<file path="src/design/srp_pkg.sv">
// Shared constants, phase codes and payload types of the subtitle record parser.
package srp_pkg;

    localparam int unsigned MAX_BLOCK_BYTES = 65535;

    localparam logic [4:0] PH_IDLE  = 5'd0;
    localparam logic [4:0] PH_LEN0  = 5'd1;
    localparam logic [4:0] PH_LEN1  = 5'd2;
    localparam logic [4:0] PH_LANG  = 5'd3;
    localparam logic [4:0] PH_TEXT  = 5'd4;
    localparam logic [4:0] PH_OFF0  = 5'd5;
    localparam logic [4:0] PH_OFF1  = 5'd6;
    localparam logic [4:0] PH_DUR0  = 5'd7;
    localparam logic [4:0] PH_DUR1  = 5'd8;
    localparam logic [4:0] PH_DUR2  = 5'd9;
    localparam logic [4:0] PH_DUR3  = 5'd10;
    localparam logic [4:0] PH_XPOS  = 5'd11;
    localparam logic [4:0] PH_YPOS  = 5'd12;
    localparam logic [4:0] PH_RED   = 5'd13;
    localparam logic [4:0] PH_GRN   = 5'd14;
    localparam logic [4:0] PH_BLU   = 5'd15;
    localparam logic [4:0] PH_FONT  = 5'd16;
    localparam logic [4:0] PH_EXTRA = 5'd17;
    localparam logic [4:0] PH_SKIP  = 5'd18;

    localparam logic [2:0] KIND_LANG   = 3'd0;
    localparam logic [2:0] KIND_TEXT   = 3'd1;
    localparam logic [2:0] KIND_EXTRA  = 3'd2;
    localparam logic [2:0] KIND_HEADER = 3'd3;
    localparam logic [2:0] KIND_DROP   = 3'd4;

    // Minimum record bytes left when a language or text terminator arrives.
    localparam logic [15:0] LANG_TERM_MIN = 16'd2;
    localparam logic [15:0] TEXT_TERM_MIN = 16'd7;

    typedef struct packed {
        logic [7:0]  byte_value;
        logic        first_byte;
        logic [15:0] block_length;
        logic [31:0] base_frame;
    } srp_item_t;

    typedef struct packed {
        logic [7:0]        x_position;
        logic [7:0]        y_position;
        logic [7:0]        red;
        logic [7:0]        green;
        logic [7:0]        blue;
        logic signed [7:0] font_size;
    } srp_attr_t;

    localparam srp_attr_t ATTR_DEFAULTS = '{
        x_position: 8'd128,
        y_position: 8'd255,
        red:        8'd255,
        green:      8'd255,
        blue:       8'd255,
        font_size:  8'sd0
    };

    typedef struct packed {
        logic [2:0]        kind;
        logic [7:0]        data_byte;
        logic              record_done;
        logic [31:0]       show_frame;
        logic [31:0]       hide_frame;
        logic [7:0]        x_position;
        logic [7:0]        y_position;
        logic [7:0]        red;
        logic [7:0]        green;
        logic [7:0]        blue;
        logic signed [7:0] font_size;
    } srp_result_t;

endpackage

</file>
<file path="src/design/srp_byte_if.sv">
// Handshake channel that carries one byte of a subtitle block per word.
interface srp_byte_if;
    logic        valid;
    logic        ready;
    logic [7:0]  byte_value;
    logic        first_byte;
    logic [15:0] block_length;
    logic [31:0] base_frame;

    modport source (
        output valid,
        output byte_value,
        output first_byte,
        output block_length,
        output base_frame,
        input  ready
    );

    modport sink (
        input  valid,
        input  byte_value,
        input  first_byte,
        input  block_length,
        input  base_frame,
        output ready
    );
endinterface

</file>
<file path="src/design/srp_result_if.sv">
// Handshake channel that carries one parser result per word.
interface srp_result_if;
    logic              valid;
    logic              ready;
    logic [2:0]        kind;
    logic [7:0]        data_byte;
    logic              record_done;
    logic [31:0]       show_frame;
    logic [31:0]       hide_frame;
    logic [7:0]        x_position;
    logic [7:0]        y_position;
    logic [7:0]        red;
    logic [7:0]        green;
    logic [7:0]        blue;
    logic signed [7:0] font_size;

    modport source (
        output valid,
        output kind,
        output data_byte,
        output record_done,
        output show_frame,
        output hide_frame,
        output x_position,
        output y_position,
        output red,
        output green,
        output blue,
        output font_size,
        input  ready
    );

    modport sink (
        input  valid,
        input  kind,
        input  data_byte,
        input  record_done,
        input  show_frame,
        input  hide_frame,
        input  x_position,
        input  y_position,
        input  red,
        input  green,
        input  blue,
        input  font_size,
        output ready
    );
endinterface

</file>
<file path="src/design/srp_parse_core.sv">
// Record parsing state and the per-byte next-state and result logic.
module srp_parse_core (
    input  logic                clk,
    input  logic                rst_n,
    input  logic                accept,
    input  srp_pkg::srp_item_t  item,
    output logic                res_valid,
    output srp_pkg::srp_result_t res
);
    import srp_pkg::*;

    logic [4:0]  phase_reg, phase_next;
    logic [15:0] block_left_reg, block_left_next;
    logic [15:0] record_left_reg, record_left_next;
    logic [31:0] frame_base_reg, frame_base_next;
    logic [31:0] start_reg, start_next;
    logic [31:0] end_reg, end_next;
    srp_attr_t   attr_reg, attr_next;

    logic        abandoned;
    logic [4:0]  ph;
    logic [4:0]  tail_next;
    logic [15:0] bl;
    logic [15:0] rl;
    logic [15:0] rdec;
    logic [15:0] rlen;
    logic [7:0]  b;
    logic        emit;
    logic [2:0]  emit_kind;
    logic [7:0]  emit_data;
    logic        emit_done;

    always_comb
    begin
        phase_next       = phase_reg;
        block_left_next  = block_left_reg;
        record_left_next = record_left_reg;
        frame_base_next  = frame_base_reg;
        start_next       = start_reg;
        end_next         = end_reg;
        attr_next        = attr_reg;
        abandoned        = 1'b0;
        ph               = phase_reg;
        bl               = block_left_reg;
        rl               = record_left_reg;
        b                = item.byte_value;
        rdec             = (rl != 16'd0) ? rl - 16'd1 : 16'd0;
        rlen             = {b, rl[7:0]};
        tail_next        = phase_reg + 5'd1;
        emit             = 1'b0;
        emit_kind        = KIND_DROP;
        emit_data        = 8'd0;
        emit_done        = 1'b0;

        // A first byte restarts the block whatever the parser was doing.
        if (item.first_byte)
        begin
            abandoned       = (phase_reg >= PH_LANG);
            bl              = (17'(item.block_length) > 17'(MAX_BLOCK_BYTES))
                              ? 16'(MAX_BLOCK_BYTES) : item.block_length;
            frame_base_next = item.base_frame;
            ph              = PH_LEN0;
            phase_next      = PH_LEN0;
        end

        if (ph != PH_IDLE)
        begin
            block_left_next = (bl != 16'd0) ? bl - 16'd1 : 16'd0;
            case (ph)
                PH_LEN0:
                begin
                    if (bl <= 16'd2)
                    begin
                        phase_next = PH_IDLE;
                    end
                    else
                    begin
                        record_left_next = {8'd0, b};
                        phase_next       = PH_LEN1;
                    end
                    emit = abandoned;
                end
                PH_LEN1:
                begin
                    // bl is at least two here, so rlen >= bl is rlen > bl - 1.
                    if (rlen == 16'd0 || rlen >= bl)
                    begin
                        phase_next = PH_IDLE;
                        emit       = 1'b1;
                    end
                    else
                    begin
                        record_left_next = rlen;
                        attr_next        = ATTR_DEFAULTS;
                        phase_next       = PH_LANG;
                    end
                end
                PH_LANG, PH_TEXT:
                begin
                    if (b != 8'd0)
                    begin
                        emit = 1'b1;
                        if (rl <= 16'd1)
                        begin
                            phase_next = PH_IDLE;
                        end
                        else
                        begin
                            record_left_next = rl - 16'd1;
                            emit_kind        = (ph == PH_LANG) ? KIND_LANG : KIND_TEXT;
                            emit_data        = b;
                        end
                    end
                    else if (rl < ((ph == PH_LANG) ? LANG_TERM_MIN : TEXT_TERM_MIN))
                    begin
                        phase_next = PH_IDLE;
                        emit       = 1'b1;
                    end
                    else
                    begin
                        record_left_next = rl - 16'd1;
                        phase_next       = (ph == PH_LANG) ? PH_TEXT : PH_OFF0;
                    end
                end
                default:
                begin
                    record_left_next = rdec;
                    case (ph)
                        PH_OFF0: start_next = {24'd0, b};
                        PH_OFF1: start_next = frame_base_reg + {16'd0, b, start_reg[7:0]};
                        PH_DUR0: end_next = {24'd0, b};
                        PH_DUR1: end_next[15:8] = b;
                        PH_DUR2: end_next[23:16] = b;
                        PH_DUR3:
                        begin
                            end_next  = start_reg + {b, end_reg[23:0]};
                            tail_next = (rdec >= 16'd2) ? PH_XPOS : PH_SKIP;
                        end
                        PH_XPOS: attr_next.x_position = b;
                        PH_YPOS:
                        begin
                            attr_next.y_position = b;
                            tail_next = (rdec >= 16'd3) ? PH_RED : PH_SKIP;
                        end
                        PH_RED:   attr_next.red = b;
                        PH_GRN:   attr_next.green = b;
                        PH_BLU:   attr_next.blue = b;
                        PH_FONT:  attr_next.font_size = b;
                        PH_EXTRA: tail_next = PH_EXTRA;
                        PH_SKIP:  tail_next = PH_SKIP;
                        default:  tail_next = PH_IDLE;
                    endcase

                    if (tail_next == PH_IDLE)
                    begin
                        phase_next = PH_IDLE;
                    end
                    else if (ph == PH_EXTRA)
                    begin
                        // Extra bytes always go out; the last one also closes the record.
                        emit       = 1'b1;
                        emit_kind  = KIND_EXTRA;
                        emit_data  = b;
                        emit_done  = (rdec == 16'd0);
                        phase_next = (rdec == 16'd0) ? PH_LEN0 : PH_EXTRA;
                    end
                    else if (rdec == 16'd0)
                    begin
                        emit       = 1'b1;
                        emit_kind  = KIND_HEADER;
                        emit_done  = 1'b1;
                        phase_next = PH_LEN0;
                    end
                    else
                    begin
                        phase_next = tail_next;
                    end
                end
            endcase
        end
    end

    always_comb
    begin
        res_valid       = emit;
        res             = '0;
        res.kind        = emit_kind;
        res.data_byte   = emit_data;
        res.record_done = emit_done;
        if (emit_done)
        begin
            res.show_frame  = start_next;
            res.hide_frame  = end_next;
            res.x_position  = attr_next.x_position;
            res.y_position  = attr_next.y_position;
            res.red         = attr_next.red;
            res.green       = attr_next.green;
            res.blue        = attr_next.blue;
            res.font_size   = attr_next.font_size;
        end
    end

    always_ff @(posedge clk or negedge rst_n)
    begin
        if (!rst_n)
        begin
            phase_reg       <= PH_IDLE;
            block_left_reg  <= 16'd0;
            record_left_reg <= 16'd0;
            frame_base_reg  <= 32'd0;
            start_reg       <= 32'd0;
            end_reg         <= 32'd0;
            attr_reg        <= ATTR_DEFAULTS;
        end
        else if (accept)
        begin
            phase_reg       <= phase_next;
            block_left_reg  <= block_left_next;
            record_left_reg <= record_left_next;
            frame_base_reg  <= frame_base_next;
            start_reg       <= start_next;
            end_reg         <= end_next;
            attr_reg        <= attr_next;
        end
    end

    a_idle_silent: assert property (@(posedge clk) disable iff (!rst_n)
        (accept && phase_reg == PH_IDLE && !item.first_byte) |-> !res_valid)
        else $error("result produced while the block is stopped");

    a_done_kind: assert property (@(posedge clk) disable iff (!rst_n)
        (res_valid && res.record_done) |-> (res.kind == KIND_HEADER || res.kind == KIND_EXTRA))
        else $error("record closed by a result of the wrong kind");

    a_drop_stops: assert property (@(posedge clk) disable iff (!rst_n)
        (accept && res_valid && res.kind == KIND_DROP && !item.first_byte)
        |=> phase_reg == PH_IDLE)
        else $error("parser kept running after a dropped record");

endmodule

</file>
<file path="src/design/srp_out_buffer.sv">
// Two-entry output register with skid stage between the parser and the result channel.
module srp_out_buffer (
    input  logic                 clk,
    input  logic                 rst_n,
    input  logic                 push,
    input  srp_pkg::srp_result_t push_data,
    output logic                 can_push,
    output logic                 out_valid,
    input  logic                 out_ready,
    output srp_pkg::srp_result_t out_data
);
    import srp_pkg::*;

    logic        main_valid_reg, main_valid_next;
    logic        skid_valid_reg, skid_valid_next;
    srp_result_t main_reg, main_next;
    srp_result_t skid_reg, skid_next;
    logic        pop;

    assign pop       = main_valid_reg && out_ready;
    assign can_push  = !skid_valid_reg;
    assign out_valid = main_valid_reg;
    assign out_data  = main_reg;

    always_comb
    begin
        main_valid_next = main_valid_reg;
        skid_valid_next = skid_valid_reg;
        main_next       = main_reg;
        skid_next       = skid_reg;
        if (!main_valid_reg || pop)
        begin
            // The skid word, when present, is older than anything arriving now.
            if (skid_valid_reg)
            begin
                main_valid_next = 1'b1;
                main_next       = skid_reg;
                skid_valid_next = 1'b0;
            end
            else
            begin
                main_valid_next = push;
                main_next       = push_data;
            end
        end
        else if (push)
        begin
            skid_valid_next = 1'b1;
            skid_next       = push_data;
        end
    end

    always_ff @(posedge clk or negedge rst_n)
    begin
        if (!rst_n)
        begin
            main_valid_reg <= 1'b0;
            skid_valid_reg <= 1'b0;
        end
        else
        begin
            main_valid_reg <= main_valid_next;
            skid_valid_reg <= skid_valid_next;
        end
    end

    always_ff @(posedge clk)
    begin
        main_reg <= main_next;
        skid_reg <= skid_next;
    end

    a_no_overflow: assert property (@(posedge clk) disable iff (!rst_n)
        skid_valid_reg |-> !push)
        else $error("word pushed while the skid stage is full");

    a_skid_behind_main: assert property (@(posedge clk) disable iff (!rst_n)
        skid_valid_reg |-> main_valid_reg)
        else $error("skid stage holds a word while the output register is empty");

    a_skid_drains: assert property (@(posedge clk) disable iff (!rst_n)
        (skid_valid_reg && pop) |=> (main_valid_reg && !skid_valid_reg))
        else $error("skid word not moved forward after the output was taken");

endmodule

</file>
<file path="src/design/subtitle_record_parser.sv">
// Top level of the subtitle record parser: byte channel in, result channel out.
//
//   Channel   Modport   Word                         Accepted when
//   stream    sink      one block byte + block info  stream.valid && stream.ready
//   result    source    one parser result            result.valid && result.ready
//
// One byte is taken every cycle while stream.ready is high; the result it causes is
// registered in the output stage. The parse state sits in a single register set that
// is updated by one pass of next-state logic per byte. stream.ready drops only while
// the two-entry output stage is full, that is after two results are held by a stall.
// Reset is asynchronous and active low; it stops the block until a first byte arrives.
module subtitle_record_parser (
    input  logic         clk,
    input  logic         rst_n,
    srp_byte_if.sink     stream,
    srp_result_if.source result
);
    import srp_pkg::*;

    srp_item_t   item;
    srp_result_t core_res;
    srp_result_t out_res;
    logic        core_res_valid;
    logic        can_push;
    logic        accept;

    assign item.byte_value   = stream.byte_value;
    assign item.first_byte   = stream.first_byte;
    assign item.block_length = stream.block_length;
    assign item.base_frame   = stream.base_frame;

    assign stream.ready = can_push;
    assign accept       = stream.valid && can_push;

    srp_parse_core u_core (
        .clk       (clk),
        .rst_n     (rst_n),
        .accept    (accept),
        .item      (item),
        .res_valid (core_res_valid),
        .res       (core_res)
    );

    srp_out_buffer u_out (
        .clk       (clk),
        .rst_n     (rst_n),
        .push      (accept && core_res_valid),
        .push_data (core_res),
        .can_push  (can_push),
        .out_valid (result.valid),
        .out_ready (result.ready),
        .out_data  (out_res)
    );

    assign result.kind        = out_res.kind;
    assign result.data_byte   = out_res.data_byte;
    assign result.record_done = out_res.record_done;
    assign result.show_frame  = out_res.show_frame;
    assign result.hide_frame  = out_res.hide_frame;
    assign result.x_position  = out_res.x_position;
    assign result.y_position  = out_res.y_position;
    assign result.red         = out_res.red;
    assign result.green       = out_res.green;
    assign result.blue        = out_res.blue;
    assign result.font_size   = out_res.font_size;

endmodule

</file>
<file path="src/flat_wrapper.sv">
// flat-port wrapper written by rule: the top's interface ports become plain ports
module subtitle_record_parser_flat import srp_pkg::*;
  (clk, rst_n, stream_valid, stream_byte_value, stream_first_byte, stream_block_length, stream_base_frame, stream_ready, result_valid, result_kind, result_data_byte, result_record_done, result_show_frame, result_hide_frame, result_x_position, result_y_position, result_red, result_green, result_blue, result_font_size, result_ready);
  srp_byte_if stream_i ();
  srp_result_if result_i ();
  input  logic clk;
  input  logic rst_n;
  input wire logic [$bits(stream_i.valid)-1:0] stream_valid;
  input wire logic [$bits(stream_i.byte_value)-1:0] stream_byte_value;
  input wire logic [$bits(stream_i.first_byte)-1:0] stream_first_byte;
  input wire logic [$bits(stream_i.block_length)-1:0] stream_block_length;
  input wire logic [$bits(stream_i.base_frame)-1:0] stream_base_frame;
  output wire logic [$bits(stream_i.ready)-1:0] stream_ready;
  output wire logic [$bits(result_i.valid)-1:0] result_valid;
  output wire logic [$bits(result_i.kind)-1:0] result_kind;
  output wire logic [$bits(result_i.data_byte)-1:0] result_data_byte;
  output wire logic [$bits(result_i.record_done)-1:0] result_record_done;
  output wire logic [$bits(result_i.show_frame)-1:0] result_show_frame;
  output wire logic [$bits(result_i.hide_frame)-1:0] result_hide_frame;
  output wire logic [$bits(result_i.x_position)-1:0] result_x_position;
  output wire logic [$bits(result_i.y_position)-1:0] result_y_position;
  output wire logic [$bits(result_i.red)-1:0] result_red;
  output wire logic [$bits(result_i.green)-1:0] result_green;
  output wire logic [$bits(result_i.blue)-1:0] result_blue;
  output wire logic [$bits(result_i.font_size)-1:0] result_font_size;
  input wire logic [$bits(result_i.ready)-1:0] result_ready;
  assign stream_i.valid = stream_valid;
  assign stream_i.byte_value = stream_byte_value;
  assign stream_i.first_byte = stream_first_byte;
  assign stream_i.block_length = stream_block_length;
  assign stream_i.base_frame = stream_base_frame;
  assign stream_ready = stream_i.ready;
  assign result_valid = result_i.valid;
  assign result_kind = result_i.kind;
  assign result_data_byte = result_i.data_byte;
  assign result_record_done = result_i.record_done;
  assign result_show_frame = result_i.show_frame;
  assign result_hide_frame = result_i.hide_frame;
  assign result_x_position = result_i.x_position;
  assign result_y_position = result_i.y_position;
  assign result_red = result_i.red;
  assign result_green = result_i.green;
  assign result_blue = result_i.blue;
  assign result_font_size = result_i.font_size;
  assign result_i.ready = result_ready;
  subtitle_record_parser u_core (.clk(clk), .rst_n(rst_n), .stream(stream_i), .result(result_i));
endmodule
</file>
<file path="config.mk">
export PLATFORM = sky130hd
export DESIGN_NAME = subtitle_record_parser_flat
export DESIGN_NICKNAME = d
export VERILOG_FILES = /design/src/design/srp_pkg.sv /design/src/design/srp_byte_if.sv /design/src/design/srp_result_if.sv /design/src/design/srp_parse_core.sv /design/src/design/srp_out_buffer.sv /design/src/design/subtitle_record_parser.sv /design/src/flat_wrapper.sv
export SDC_FILE = /design/constraint.sdc
export NUM_CORES = 1
export LEC_CHECK = 0
export BUFFER_PORTS_ARGS = -buffer_cell sky130_fd_sc_hd__buf_4
export CELL_PAD_IN_SITES_DETAIL_PLACEMENT = 1
export CELL_PAD_IN_SITES_GLOBAL_PLACEMENT = 2
export CORE_MARGIN = 2
export CORE_UTILIZATION = 35
export CTS_CLUSTER_SIZE = 10
export DETAILED_ROUTE_END_ITERATION = 10
export GPL_ROUTABILITY_DRIVEN = 0
export PLACE_DENSITY_LB_ADDON = 0.1
export SLEW_MARGIN = 10
export SYNTH_ARGS = -nofsm -noshare
export SYNTH_HDL_FRONTEND = slang
export SYNTH_SLANG_ARGS = --single-unit
</file>
<file path="constraint.sdc">
create_clock -name clk -period 10.63 [get_ports clk]
set_input_delay 1.5945 -clock clk [delete_from_list [all_inputs] [get_ports clk]]
set_output_delay 1.5945 -clock clk [all_outputs]
set_load 0.005 [all_outputs]
</file>
==> reports/metrics.json, run 1 <==
{
  "max_freq_mhz": 168,
  "routed-wl-met3_mm": 3.54,
  "io_buffers": 186,
  "area_taken_by_multi_input_logic_gates_mm2": 0.00981,
  "start_util_pct": 35.5,
  "wl_met2_mm": 31.9,
  "synth_sequential_area_ratio_pct": 53.7,
  "remaining_drc_errors": 0,
  "clock_tree_buf_depth": 3,
  "stdcell_count": 3207,
  "cts.repair.resized": 0,
  "grt_max_degree": 106,
  "grt_pass1_vias": 18100,
  "synth_cell_type_count": 86,
  "total_die_area_mm2": 0.0663,
  "drive_above_1_share_pct": 17.4,
  "core_mm2": 0.0633,
  "clock_tree_from_tritoncts": "built",
  "global_route.overflow_total": 0,
  "syn_std_cell_area_mm2": 0.0225,
  "min_path_type": "flop to flop",
  "dpl.cell_count": 3110,
  "highest-signal-layer": "met4",
  "ys_seq_elements": 431,
  "ys_async_sr_fraction_pct": 42.5,
  "timing_hold_violations_final": 0,
  "ff_latch_area_mm2": 0.0121,
  "power.static_leakage_nw": 10.4,
  "number_of_core_rows": 92,
  "timing.setup.tns_ns": 0,
  "pwr-share-comb_pct": 22.3,
  "chipHeight_um": 257,
  "timing.max_slew.rel_slack_pct": 30.1,
  "critical-path-top-delay-family": "buffers and inverters",
  "post-cts-setup-buffer-count": 0,
  "drt_pre_antenna_iters": 5,
  "drtIter0Drc": 1153,
  "finalClockSkew_ns": 0.0297,
  "worst_ep_arrival_time_ns": 6.19,
  "postSynthAreaPerCell_um2": 10.3,
  "max-cap-violations": 0,
  "synth_warnings": 0,
  "critical-path-slowest-cell": "nor2_4",
  "clkPwrFrac_pct": 33.5,
  "worstMarginPinSlew_ns": 1.05,
  "outcome": "finished, final reports clean",
  "synthesis.instances": 2182,
  "chain_of_cells_forming_the_critical_path": "buf_4 -> mux2i_1 -> inv_1 -> ha_1 -> nand2b_1 -> a21o_1 -> a2111oi_0 -> o211ai_1 -> a21oi_1 -> o21ai_0 -> o21ai_1 -> nor2_4 -> buf_4 -> buf_4",
  "detail_route.wirelength_mm": 71.8,
  "hold_ws_ns": 0.480,
  "timing.critical_path.mode_cell": "buf_4",
  "pwr_density_cell_mw_per_mm2": 196,
  "worst_skew_pair.late_latency_ns": 0.63,
  "final_min_period_over_clock_period_pct": 56.0,
  "wire_per_inst_um": 22.4,
  "worstSetupStartpointType": "input port",
  "number_of_flops_mapped_to_enable_cells_by_yosys": 248,
  "pin_count": 187,
  "clock_sink_count": 431,
  "irDropWorstVdd_mv": 0.161,
  "place.detailed.hpwl_mm": 48.3,
  "final_setup_violation_count": 0,
  "cts-hold-fix-buffers": 0,
  "cts.htree.levels": 2,
  "critical-path-max-stage-delay_ns": 0.74,
  "fillCellCount": 7067,
  "layout_area_growth_over_synthesis_pct": 16.8,
  "numCtsBuffers": 52,
  "worst_setup_hold_path_clk_slew_ns": 0.06,
  "grtUsageTotal_pct": 21.6,
  "swShare_pct": 30.7,
  "worst-setup-path-type": "input port to flop",
  "fin_nets": 2452,
  "p_int_mw": 3.57,
  "route.vias.total": 17700,
  "die_x_um": 257,
  "antenna_found_initial": 1,
  "power.net_switching_mw": 1.58,
  "drv_slew": 0,
  "worstPathMaxFanout": 58,
  "antenna_cells_inserted": 0,
  "critPathRequiredTime_ns": 10.86,
  "synth_ff_type": "edfxtp_1",
  "detailed_route_vias_per_instance": 5.51,
  "cts-root-buf": "clkbuf_16",
  "post-route-min-period_ns": 5.96,
  "power.sequential.fraction_pct": 44.3,
  "wirelength_met1_mm": 35.5,
  "ant_nets": 0,
  "grt_setup_unrepaired": "no",
  "first_pass_grt_wire_length_mm": 112,
  "worst_setup_path_end_kind": "flop",
  "cp.buffers_inverters": 4,
  "mappedNetlistNets": 2316
}
==> cell type report <==
class                   instances  area share, %
inverters                      23          0.329
clock inverters                 7          0.472
repair buffers                212           6.07
multi-input cells            1598           37.4
clock buffers                  90           5.77
well taps                     846           4.03
flip-flops and latches        431           46.0
==> final timing paths <==
check,startpoint,end,slack (ns),depth (start not counted)
worst max-delay path,stream_first_byte,u_core.u_out.skid_reg[63],4.67,14
worst min-delay path,u_core.u_core.block_left_reg[15],u_core.u_core.block_left_reg[15],0.48,2
worst max register to register,u_core.u_core.record_left_reg[1],u_core.u_out.skid_reg[63],4.74,11
worst min register to register,u_core.u_core.block_left_reg[15],u_core.u_core.block_left_reg[15],0.48,2
max in group asynchronous,rst_n,u_core.u_out.skid_valid_reg,8.25,2
min in group asynchronous,rst_n,u_core.u_core.record_left_reg[11],0.94,1
==> kinds of logic after synthesis <==
group                      count (synthesis)  synth area share (%)
muxes                                     73                  3.57
buffers and inverters                    153                  2.89
AOI/OAI and AO/OA                        665                  18.7
and+or+nand+nor                          722                  14.5
xor gates and xnor gates                  65                  2.53
adders and majority gates                 73                  4.13
DFF                                      431                  53.7
==> cells in the final DEF (no fill, tap or decap), drive strengths merged, types with 42 or more instances in the layout <==
| cell | n |
|---|---|
| nand2b | 42 |
| mux2 | 54 |
| dfrtp | 150 |
| buf | 212 |
| nand2 | 285 |
| o31ai | 48 |
| nor2 | 234 |
| clkbuf | 90 |
| a21oi | 120 |
| edfxtp | 248 |
| o21ai | 259 |
| ha | 71 |
==> stage by stage <==
step | worst slack (ns) | power, mW | instance area (um2) | util [%]
floorplan | 1.09 | 2.96 | 22500 | -
finish | 4.67 | 5.15 | 26300 | 41.5
detailed placement | 4.08 | 3.46 | 24600 | 38.9
CTS | 4.68 | 5.22 | 26300 | 41.5
global route | 4.33 | 5.44 | 26300 | 41.5
global placement | 4.27 | 3.43 | 24600 | 38.9
==> worst reg2reg max path, delay by kind of cell, from the launching register on <==
kind                   cells  cell delay (ns)
AND/OR/NAND/NOR            6             2.67
XOR/XNOR                   1             0.21
buffers and inverters      2             1.39
AO/OA/AOI/OAI              2             0.71
flip-flops                 1             0.50
==> cells in the mapped netlist (19+ instances only) <==
master | number | share of area, %
nand2_1 | 284 | 4.7
edfxtp_1 | 248 | 33
nor2_1 | 228 | 3.8
o21ai_0 | 219 | 4.9
dfrtp_1 | 150 | 17
a21oi_1 | 119 | 2.6
clkbuf_1 | 81 | 1.4
ha_1 | 71 | 4.0
mux2_2 | 54 | 2.7
o31ai_1 | 47 | 1.6
nand2b_1 | 42 | 1.2
o21ai_1 | 37 | 0.82
o22ai_1 | 36 | 1.0
buf_2 | 33 | 0.73
dfstp_2 | 33 | 3.9
nor3_1 | 33 | 0.73
xor2_1 | 33 | 1.3
xnor2_1 | 32 | 1.2
a22o_1 | 31 | 1.2
nand3_1 | 28 | 0.62
a21o_1 | 25 | 0.83
a22oi_1 | 22 | 0.73
inv_1 | 21 | 0.35
nor2b_1 | 21 | 0.58
a221oi_1 | 19 | 0.74
==> per-layer routing <==
| layer | vias up | track usage, % |
|---|---|---|
| li1 | 8296 | - |
| met1 | 8895 | 32.1 |
| met2 | 398 | 33.6 |
| met3 | 69 | 3.33 |
| met4 | 0 | 3.77 |
| met5 | - | 0 |
==> power groups by stage <==
| stage | sequential (mW) | clock, mW | combinational (mW) |
|---|---|---|---|
| after floorplan | 2.27 | 0 | 0.699 |
| after global placement | 2.30 | 0 | 1.13 |
| after detailed placement | 2.31 | 0 | 1.15 |
| after CTS | 2.28 | 1.78 | 1.16 |
| after global routing | 2.31 | 1.84 | 1.28 |
| final | 2.28 | 1.72 | 1.15 |
(Power assumes the default switching activity.)
==> run 2: changes to the inputs <==
clock period = 6 ns   (was 10.63 ns; I/O delays follow)
==> run 2 against run 1 <==
Effect of this change: critical path depth shrank 4; sequential power grew 78%; largest cell class unchanged; utilization grew 0.083 points; critical endpoint is now u_core.u_out.skid_reg[64]; clock skew increased by 0.0013 ns; cell area is 0.20% higher; clock power is 81% higher; highest routed layer unchanged; combinational power grew 75%; die area unchanged; register-to-register slack worse by 3.4 ns; sequential share of layout area fell by 0.092 points; clock-buffer cell count is 3 lower; non-clock buffer count shrank 3.
==> reports/metrics.json, run 2 (synthesis results as in run 1) <==
{
  "critPathRequiredTime": {"value": 6.22, "unit": "ns", "change": "was 10.86 ns"},
  "reg2reg_from": {"value": "u_core.u_core.record_left_reg[1]", "change": "unchanged"},
  "worst-setup-path-type": {"value": "flop to flop", "change": "was input port to flop"},
  "layout.cells.most_common": {"value": "nand2_1", "change": "unchanged"},
  "remaining_drc_errors": {"value": 0, "change": "unchanged"},
  "max-cap-violations": {"value": 0, "change": "unchanged"},
  "timing.setup.tns": {"value": 0, "unit": "ns", "change": "unchanged"},
  "outcome": {"value": "finished, final reports clean", "change": "unchanged"},
  "worstMarginPinSlew": {"value": 1.11, "unit": "ns", "change": "was 1.05 ns"},
  "core": {"value": 0.0633, "unit": "mm2", "change": "unchanged"},
  "cts.htree.levels": {"value": 2, "change": "unchanged"},
  "final_setup_violation_count": {"value": 0, "change": "unchanged"},
  "fin_nets": {"value": 2449, "change": "was 2452"},
  "startpoint": {"value": "u_core.u_core.record_left_reg[1]", "change": "was stream_first_byte"},
  "post-route-min-period_ns": 4.62,
  "route.vias.total": {"value": 17600, "change": "was 17.7k"},
  "worstSetupStartpointType": {"value": "flop", "change": "was input port"},
  "cts-hold-fix-buffers": {"value": 0, "change": "unchanged"},
  "worst_skew_pair.late_latency": {"value": 0.63, "unit": "ns", "change": "about the same"},
  "timing.max_slew.rel_slack": {"value": 25.2, "unit": "%", "change": "was 30.1%"},
  "drive_above_1_share": {"value": 17.2, "unit": "%", "change": "was 17.4%"},
  "start_util": {"value": 35.5, "unit": "%", "change": "unchanged"},
  "global_route.overflow_total": {"value": 0, "change": "unchanged"},
  "timing_hold_violations_final": {"value": 0, "change": "unchanged"},
  "grt_setup_unrepaired": {"value": "no", "change": "unchanged"},
  "drv_slew": {"value": 0, "change": "unchanged"},
  "first_pass_grt_wire_length": {"value": 112, "unit": "mm", "change": "about the same"},
  "detail_route.wirelength": {"value": 72.0, "unit": "mm", "change": "was 71.8 mm"},
  "wire_per_inst": {"value": 22.4, "unit": "um", "change": "about the same"},
  "layout_area_growth_over_synthesis": {"value": 17.0, "unit": "%", "change": "was 16.8%"},
  "ant_nets": {"value": 0, "change": "unchanged"},
  "power.static_leakage": {"value": 10.4, "unit": "nW", "change": "about the same"},
  "post-cts-setup-buffer-count": {"value": 0, "change": "unchanged"},
  "pwr_density_cell": {"value": 348, "unit": "mW/mm2", "change": "was 196 mW/mm2"},
  "clock_tree_buf_depth": {"value": 3, "change": "unchanged"},
  "grt_max_degree": {"value": 147, "change": "was 106"},
  "worst_ep_arrival_time": {"value": 4.85, "unit": "ns", "change": "was 6.19 ns"},
  "hold_ws": {"value": 0.312, "unit": "ns", "change": "was 0.480 ns"},
  "antenna_found_initial": {"value": 1, "change": "unchanged"},
  "max_freq_mhz": 216,
  "drt_pre_antenna_iters": {"value": 5, "change": "unchanged"},
  "drtIter0Drc": {"value": 1160, "change": "was 1153"},
  "die_x": {"value": 257, "unit": "um", "change": "unchanged"},
  "worstPathMaxFanout": {"value": 69, "change": "was 58"},
  "detailed_route_vias_per_instance": {"value": 5.50, "change": "was 5.51"},
  "irDropWorstVdd": {"value": 0.228, "unit": "mV", "change": "was 0.161 mV"},
  "numCtsBuffers": {"value": 52, "change": "unchanged"},
  "clock_sink_count": {"value": 431, "change": "unchanged"},
  "grtUsageTotal": {"value": 21.6, "unit": "%", "change": "about the same"},
  "chipHeight": {"value": 257, "unit": "um", "change": "unchanged"},
  "worst_setup_hold_path_clk_slew": {"value": 0.06, "unit": "ns", "change": "about the same"},
  "number_of_core_rows": {"value": 92, "change": "unchanged"},
  "clock_tree_from_tritoncts": {"value": "built", "change": "unchanged"},
  "total_die_area": {"value": 0.0663, "unit": "mm2", "change": "unchanged"},
  "pin_count": {"value": 187, "change": "unchanged"},
  "final_min_period_over_clock_period_pct": 77.1,
  "min_path_type": {"value": "input port to async pin", "change": "was flop to flop"},
  "io_buffers": {"value": 186, "change": "unchanged"},
  "grt_pass1_vias": {"value": 18000, "change": "was 18.1k"},
  "place.detailed.hpwl": {"value": 47.7, "unit": "mm", "change": "was 48.3 mm"},
  "finalClockSkew": {"value": 0.0311, "unit": "ns", "change": "was 0.0297 ns"},
  "worst_setup_path_end_kind": {"value": "flop", "change": "unchanged"},
  "layout_common_cells": {"value": "282 x nand2_1, 248 x edfxtp_1, 224 x nor2_1", "change": "unchanged"},
  "cts-root-buf": {"value": "clkbuf_16", "change": "unchanged"},
  "cts.repair.resized": {"value": 0, "change": "unchanged"}
}
==> run 2: layout make-up <==
| cell class | instances | area, um2 |
|---|---|---|
| antenna | 1 | 2.50 |
| clock buffer | 87 | 1440 |
| clock inverter | 11 | 214 |
| fill | 7029 | 37000 |
| inverter | 23 | 86.3 |
| multi-input combinational | 1598 | 9830 |
| sequential | 431 | 12100 |
| tap | 846 | 1060 |
| timing repair buffer | 209 | 1610 |
==> run 2: per-stage QoR <==
stage | util [%] | cell area (um2) | worst slack, ns | std cells | power [mW]
finish | 41.6 | 26300 | 1.38 | 3206 | 9.17
global route | 41.6 | 26300 | 1.12 | 3205 | 9.67
CTS | 41.6 | 26300 | 1.40 | 3205 | 9.30
detailed placement | 38.9 | 24700 | 1.21 | 3107 | 6.15
global placement | 38.9 | 24700 | 1.27 | 3107 | 6.07
floorplan | - | 22500 | -2.56 | 2182 | 5.26
==> run 2: final timing paths <==
kind                                                   end  slack (ns)  cells after the start
setup / recovery                 u_core.u_out.skid_reg[64]        1.38                     10
hold / removal             u_core.u_core.block_left_reg[5]        0.31                      1
setup reg to reg                 u_core.u_out.skid_reg[64]        1.38                     10
hold reg to reg            u_core.u_core.block_left_reg[7]        0.48                      2
max in group asynchronous      u_core.u_out.skid_valid_reg        4.55                      2
min in group clk           u_core.u_core.block_left_reg[7]        0.48                      2
==> run 2: routing by layer <==
layer / vias up / GRT usage [%] / routed length, um
met5: - / 0 / 0
met3: 70 / 2.82 / 2760
met2: 333 / 33.3 / 31800
li1: 8295 / - / -
met1: 8934 / 32.3 / 36100
met4: 0 / 4.62 / 1290
==> run 2: worst max-delay path: stages, from the launching register on <==
cell	delay (ns)
dfrtp_1	0.50
nor4_2	0.68
nand3_1	0.25
xnor2_1	0.20
or3_1	0.41
o31ai_2	0.40
nor2_1	0.18
nor2b_1	0.37
o21ai_1	0.22
nor2_4	0.14
buf_4	0.74
==> run 2: where the power goes <==
part           switching, mW  total [mW]  internal, mW
registers              0.313        4.05          3.73
clock network           1.29        3.11          1.82
logic                   1.18        2.01         0.834
==> run 3: changes to the inputs <==
ABC_AREA = 1   (was not set)
clock period = 4.3 ns   (was 6 ns; I/O delays follow)
==> run 3 against run 2 <==
Effect of this change: total power grew 59%; wire length up 20%; combinational power up 130%; flip-flop and latch count unchanged; synthesized cell count increased by 36%; global-route usage grew 2.5 points; via count grew 22%; sequential power increased by 44%; area after synthesis is 9.1% higher; critical path type unchanged; critical endpoint is now u_core.u_out.out_data[82].
==> reports/metrics.json, run 3 <==
{
  "grt_setup_unrepaired": {"value": "no", "change": "unchanged"},
  "groute.layer.met2.usage": {"value": 37.4, "unit": "%", "change": "was 33.3%"},
  "grtUsageTotal": {"value": 24.1, "unit": "%", "change": "was 21.6%"},
  "area_taken_by_multi_input_logic_gates": {"value": 0.0106, "unit": "mm2", "change": "was 0.00983 mm2"},
  "global_route.overflow_total": {"value": 0, "change": "unchanged"},
  "ff_latch_area": {"value": 0.0121, "unit": "mm2", "change": "unchanged"},
  "outcome": {"value": "finished, final reports clean", "change": "unchanged"},
  "layout_area_growth_over_synthesis": {"value": 17.7, "unit": "%", "change": "was 17.0%"},
  "ys_seq_elements": {"value": 431, "change": "unchanged"},
  "clock_tree_buf_depth": {"value": 3, "change": "unchanged"},
  "reg2regPathDepth": {"value": 18, "change": "was 10"},
  "io_buffers": {"value": 186, "change": "unchanged"},
  "cts.repair.resized": {"value": 0, "change": "unchanged"},
  "worstSetupStartpointType": {"value": "flop", "change": "unchanged"},
  "numCtsBuffers": {"value": 51, "change": "was 52"},
  "detailed_route_vias_per_instance": {"value": 5.21, "change": "was 5.50"},
  "critPathRequiredTime": {"value": 4.66, "unit": "ns", "change": "was 6.22 ns"},
  "chipHeight": {"value": 269, "unit": "um", "change": "was 257 um"},
  "drv_slew": {"value": 0, "change": "unchanged"},
  "worst_ep_arrival_time": {"value": 4.14, "unit": "ns", "change": "was 4.85 ns"},
  "globalRouteMet3Util": {"value": 4.26, "unit": "%", "change": "was 2.82%"},
  "worst_setup_path_end_kind": {"value": "flop", "change": "unchanged"},
  "drtIter0Drc": {"value": 1420, "change": "was 1160"},
  "worst_skew_pair.late_latency": {"value": 0.63, "unit": "ns", "change": "about the same"},
  "grt_pass1_vias": {"value": 22200, "change": "was 18.0k"},
  "number_of_core_rows": {"value": 97, "change": "was 92"},
  "mappedNetlistNets": {"value": 3105, "change": "was 2316"},
  "synth_top_area_share": {"value": 30.4, "unit": "%", "change": "was 33.1%"},
  "worst-setup-path-type": {"value": "flop to flop", "change": "unchanged"},
  "synth_warnings": {"value": 0, "change": "unchanged"},
  "finalCoreUtilization": {"value": 41.4, "unit": "%", "change": "was 41.6%"},
  "synth_commonest_cells": {"value": "670 x nand2_1, 332 x inv_1, 291 x o21ai_0", "change": "was 284 x nand2_1, 248 x edfxtp_1, 228 x nor2_1"},
  "ff_to_ff_setup_slack": {"value": 0.51, "unit": "ns", "change": "was 1.38 ns"},
  "detail_route.wirelength": {"value": 86.4, "unit": "mm", "change": "was 72.0 mm"},
  "timing.max_slew.rel_slack": {"value": 23.8, "unit": "%", "change": "was 25.2%"},
  "core": {"value": 0.0697, "unit": "mm2", "change": "was 0.0633 mm2"},
  "grt.busiest_layer": {"value": "met2", "change": "unchanged"},
  "synthesis.instances": {"value": 2971, "change": "was 2182"},
  "startpoint": {"value": "u_core.u_core.record_left_reg[1]", "change": "unchanged"},
  "worstPathMaxFanout": {"value": 75, "change": "was 69"},
  "clock_tree_from_tritoncts": {"value": "built", "change": "unchanged"},
  "ant_nets": {"value": 0, "change": "unchanged"},
  "die_x": {"value": 269, "unit": "um", "change": "was 257 um"},
  "start_util": {"value": 35.2, "unit": "%", "change": "was 35.5%"},
  "cts-root-buf": {"value": "clkbuf_16", "change": "unchanged"},
  "cts-hold-fix-buffers": {"value": 0, "change": "unchanged"},
  "irDropWorstVdd": {"value": 0.277, "unit": "mV", "change": "was 0.228 mV"},
  "synth_sequential_area_ratio": {"value": 49.2, "unit": "%", "change": "was 53.7%"},
  "antenna_found_initial": {"value": 2, "change": "was 1"},
  "synth_cell_type_count": {"value": 57, "change": "was 86"},
  "final_min_period_over_clock_period": {"value": 88.1, "unit": "%", "change": "was 77.1%"},
  "first_pass_grt_wire_length": {"value": 133, "unit": "mm", "change": "was 112 mm"},
  "post-cts-setup-buffer-count": {"value": 0, "change": "unchanged"},
  "post-route-min-period": {"value": 3.79, "unit": "ns", "change": "was 4.62 ns"},
  "clock_sink_count": {"value": 431, "change": "unchanged"},
  "fin_nets": {"value": 3278, "change": "was 2449"},
  "max-cap-violations": {"value": 0, "change": "unchanged"},
  "worst_r2r_endpoint": {"value": "u_core.u_out.out_data[82]", "change": "was u_core.u_out.skid_reg[64]"},
  "top_post_synthesis_cells_by_area": {"value": "edfxtp_1 30%, dfrtp_1 15%, nand2_1 10%, o21ai_0 5.9%, inv_1 5.1%", "change": "was edfxtp_1 33%, dfrtp_1 17%, o21ai_0 4.9%, nand2_1 4.7%, ha_1 4.0%"},
  "synth_top_area_cell": {"value": "edfxtp_1", "change": "unchanged"},
  "power.static_leakage": {"value": 12.4, "unit": "nW", "change": "was 10.4 nW"},
  "number_of_flops_mapped_to_enable_cells_by_yosys": {"value": 248, "change": "unchanged"},
  "finalClockSkew": {"value": 0.0577, "unit": "ns", "change": "was 0.0311 ns"},
  "cts.htree.levels": {"value": 2, "change": "unchanged"},
  "layout_common_cells": {"value": "666 x nand2_1, 330 x inv_1, 287 x o21ai_0", "change": "was 282 x nand2_1, 248 x edfxtp_1, 224 x nor2_1"},
  "wire_per_inst": {"value": 20.9, "unit": "um", "change": "was 22.4 um"},
  "grt_util_met1": {"value": 34.7, "unit": "%", "change": "was 32.3%"},
  "syn_std_cell_area": {"value": 0.0245, "unit": "mm2", "change": "was 0.0225 mm2"},
  "timing_hold_violations_final": {"value": 0, "change": "unchanged"},
  "yosysMostFrequentCell": {"value": "nand2_1", "change": "unchanged"},
  "total_die_area": {"value": 0.0722, "unit": "mm2", "change": "was 0.0663 mm2"},
  "min_path_type": {"value": "input port to async pin", "change": "unchanged"},
  "grt_max_degree": {"value": 239, "change": "was 147"},
  "postSynthAreaPerCell": {"value": 8.25, "unit": "um2", "change": "was 10.3 um2"},
  "fin_total_pwr": {"value": 14.6, "unit": "mW", "change": "was 9.17 mW"},
  "reg2reg_from": {"value": "u_core.u_core.record_left_reg[1]", "change": "unchanged"},
  "synth_ff_type": {"value": "edfxtp_1", "change": "unchanged"},
  "worstMarginPinSlew": {"value": 1.14, "unit": "ns", "change": "was 1.11 ns"},
  "fillCellCount": {"value": 8313, "change": "was 7029"},
  "layout.cells.most_common": {"value": "nand2_1", "change": "unchanged"},
  "drive_above_1_share": {"value": 14.1, "unit": "%", "change": "was 17.2%"},
  "pin_count": {"value": 187, "change": "unchanged"},
  "remaining_drc_errors": {"value": 0, "change": "unchanged"},
  "route.vias.total": {"value": 21500, "change": "was 17.6k"},
  "pwr_density_cell": {"value": 505, "unit": "mW/mm2", "change": "was 348 mW/mm2"},
  "final_setup_violation_count": {"value": 0, "change": "unchanged"},
  "destination_of_the_critical_timing_path": {"value": "u_core.u_out.out_data[82]", "change": "was u_core.u_out.skid_reg[64]"},
  "max_freq": {"value": 264, "unit": "MHz", "change": "was 216 MHz"},
  "worst_setup_hold_path_clk_slew": {"value": 0.06, "unit": "ns", "change": "about the same"},
  "ys_async_sr_fraction": {"value": 42.5, "unit": "%", "change": "unchanged"},
  "place.detailed.hpwl": {"value": 60.2, "unit": "mm", "change": "was 47.7 mm"},
  "drt_pre_antenna_iters": {"value": 5, "change": "unchanged"}
}
[run 3: cell count changes in the layout (fill, tap and decap cells not counted), moves of 31 or more]
| cell | change |
|---|---|
| nand3_1 | +174 |
| o31ai_1 | -43 |
| nand2_1 | +384 |
| o211ai_1 | +42 |
| a22o_1 | -31 |
| buf_4 | +41 |
| inv_1 | +309 |
| o21ai_0 | +69 |
| mux2_2 | -32 |
| nand2b_1 | -41 |
| o21ai_1 | +71 |
[run 3: metal layers]
| layer | routed length (um) | vias to the layer above |
|---|---|---|
| met5 | 30 | - |
| met4 | 1910 | 4 |
| met3 | 4320 | 114 |
| met2 | 37900 | 420 |
| met1 | 42300 | 10600 |
| li1 | - | 10400 |
[run 3: how the worst min path moves through the flow]
stage                                           from                                 to  slack (ns)  cells past startpoint
finish                                         rst_n  u_core.u_core.record_left_reg[15]        0.10                      1
global route                                   rst_n  u_core.u_core.record_left_reg[15]        0.15                      1
CTS                                            rst_n  u_core.u_core.record_left_reg[15]        0.12                      1
detailed placement  u_core.u_core.block_left_reg[13]   u_core.u_core.block_left_reg[13]        0.48                      2
global placement           u_core.u_core.end_reg[31]          u_core.u_core.end_reg[31]        0.47                      2
floorplan                                      rst_n          u_core.u_core.attr_reg[0]        0.35                      0
[run 3: cell type report]
class                   instances  area share, %
diodes                          1        0.00867
well taps                     940           4.08
clock buffers                  88           4.94
clock inverters                 7          0.303
inverters                     349           4.57
multi-input cells            2048           36.7
repair buffers                263           7.56
flip-flops and latches        431           41.8
[run 3: through the flow]
step | TNS [ns] | cells | hold WS (ns) | area [um2] | worst slack [ns]
floorplan | -43.71 | 2971 | 0.349 | 24600 | -0.353
global placement | 0 | 4031 | 0.470 | 27300 | 0.330
detailed placement | 0 | 4031 | 0.477 | 27300 | 0.250
CTS | 0 | 4126 | 0.119 | 28900 | 0.514
global route | 0 | 4126 | 0.148 | 28900 | 0.168
finish | 0 | 4127 | 0.104 | 28900 | 0.513
[run 3: cells by family (layout without fill, tap and decap cells)]
group,count (synthesis),in the layout,synth area share (%)
adder cells (fa/ha/maj),73,73,3.79
AO/OA/AOI/OAI,692,692,15.7
flip-flops,431,431,49.2
XOR/XNOR,19,19,0.679
other,0,1,0
AND/OR/NAND/NOR,1236,1236,21.3
buffers and inverters,492,707,8.03
multiplexers,28,28,1.26
[run 3: critical path, stage by stage (launching register included)]
cell and delay [ns]:
dfrtp_1 0.45, inv_1 0.15, ha_1 0.25, nand2_1 0.18
nor2_1 0.24, nand2_1 0.08, nand2_1 0.06, nand2_1 0.06
nand2_1 0.06, nand2_1 0.07, nor2_2 0.20, nand2_1 0.18
nor3_1 0.20, nor2_1 0.10, nand2_1 0.12, or2_4 0.16
buf_12 0.35, nand3b_1 0.12, o21ai_0 0.44
[run 3: power by group]
part | switching [mW] | total, mW | internal (mW) | leakage [nW]
Clock | 1.82 | 4.07 | 2.25 | 0.710
Combinational | 2.98 | 4.66 | 1.69 | 6.72
Sequential | 0.560 | 5.85 | 5.29 | 4.98
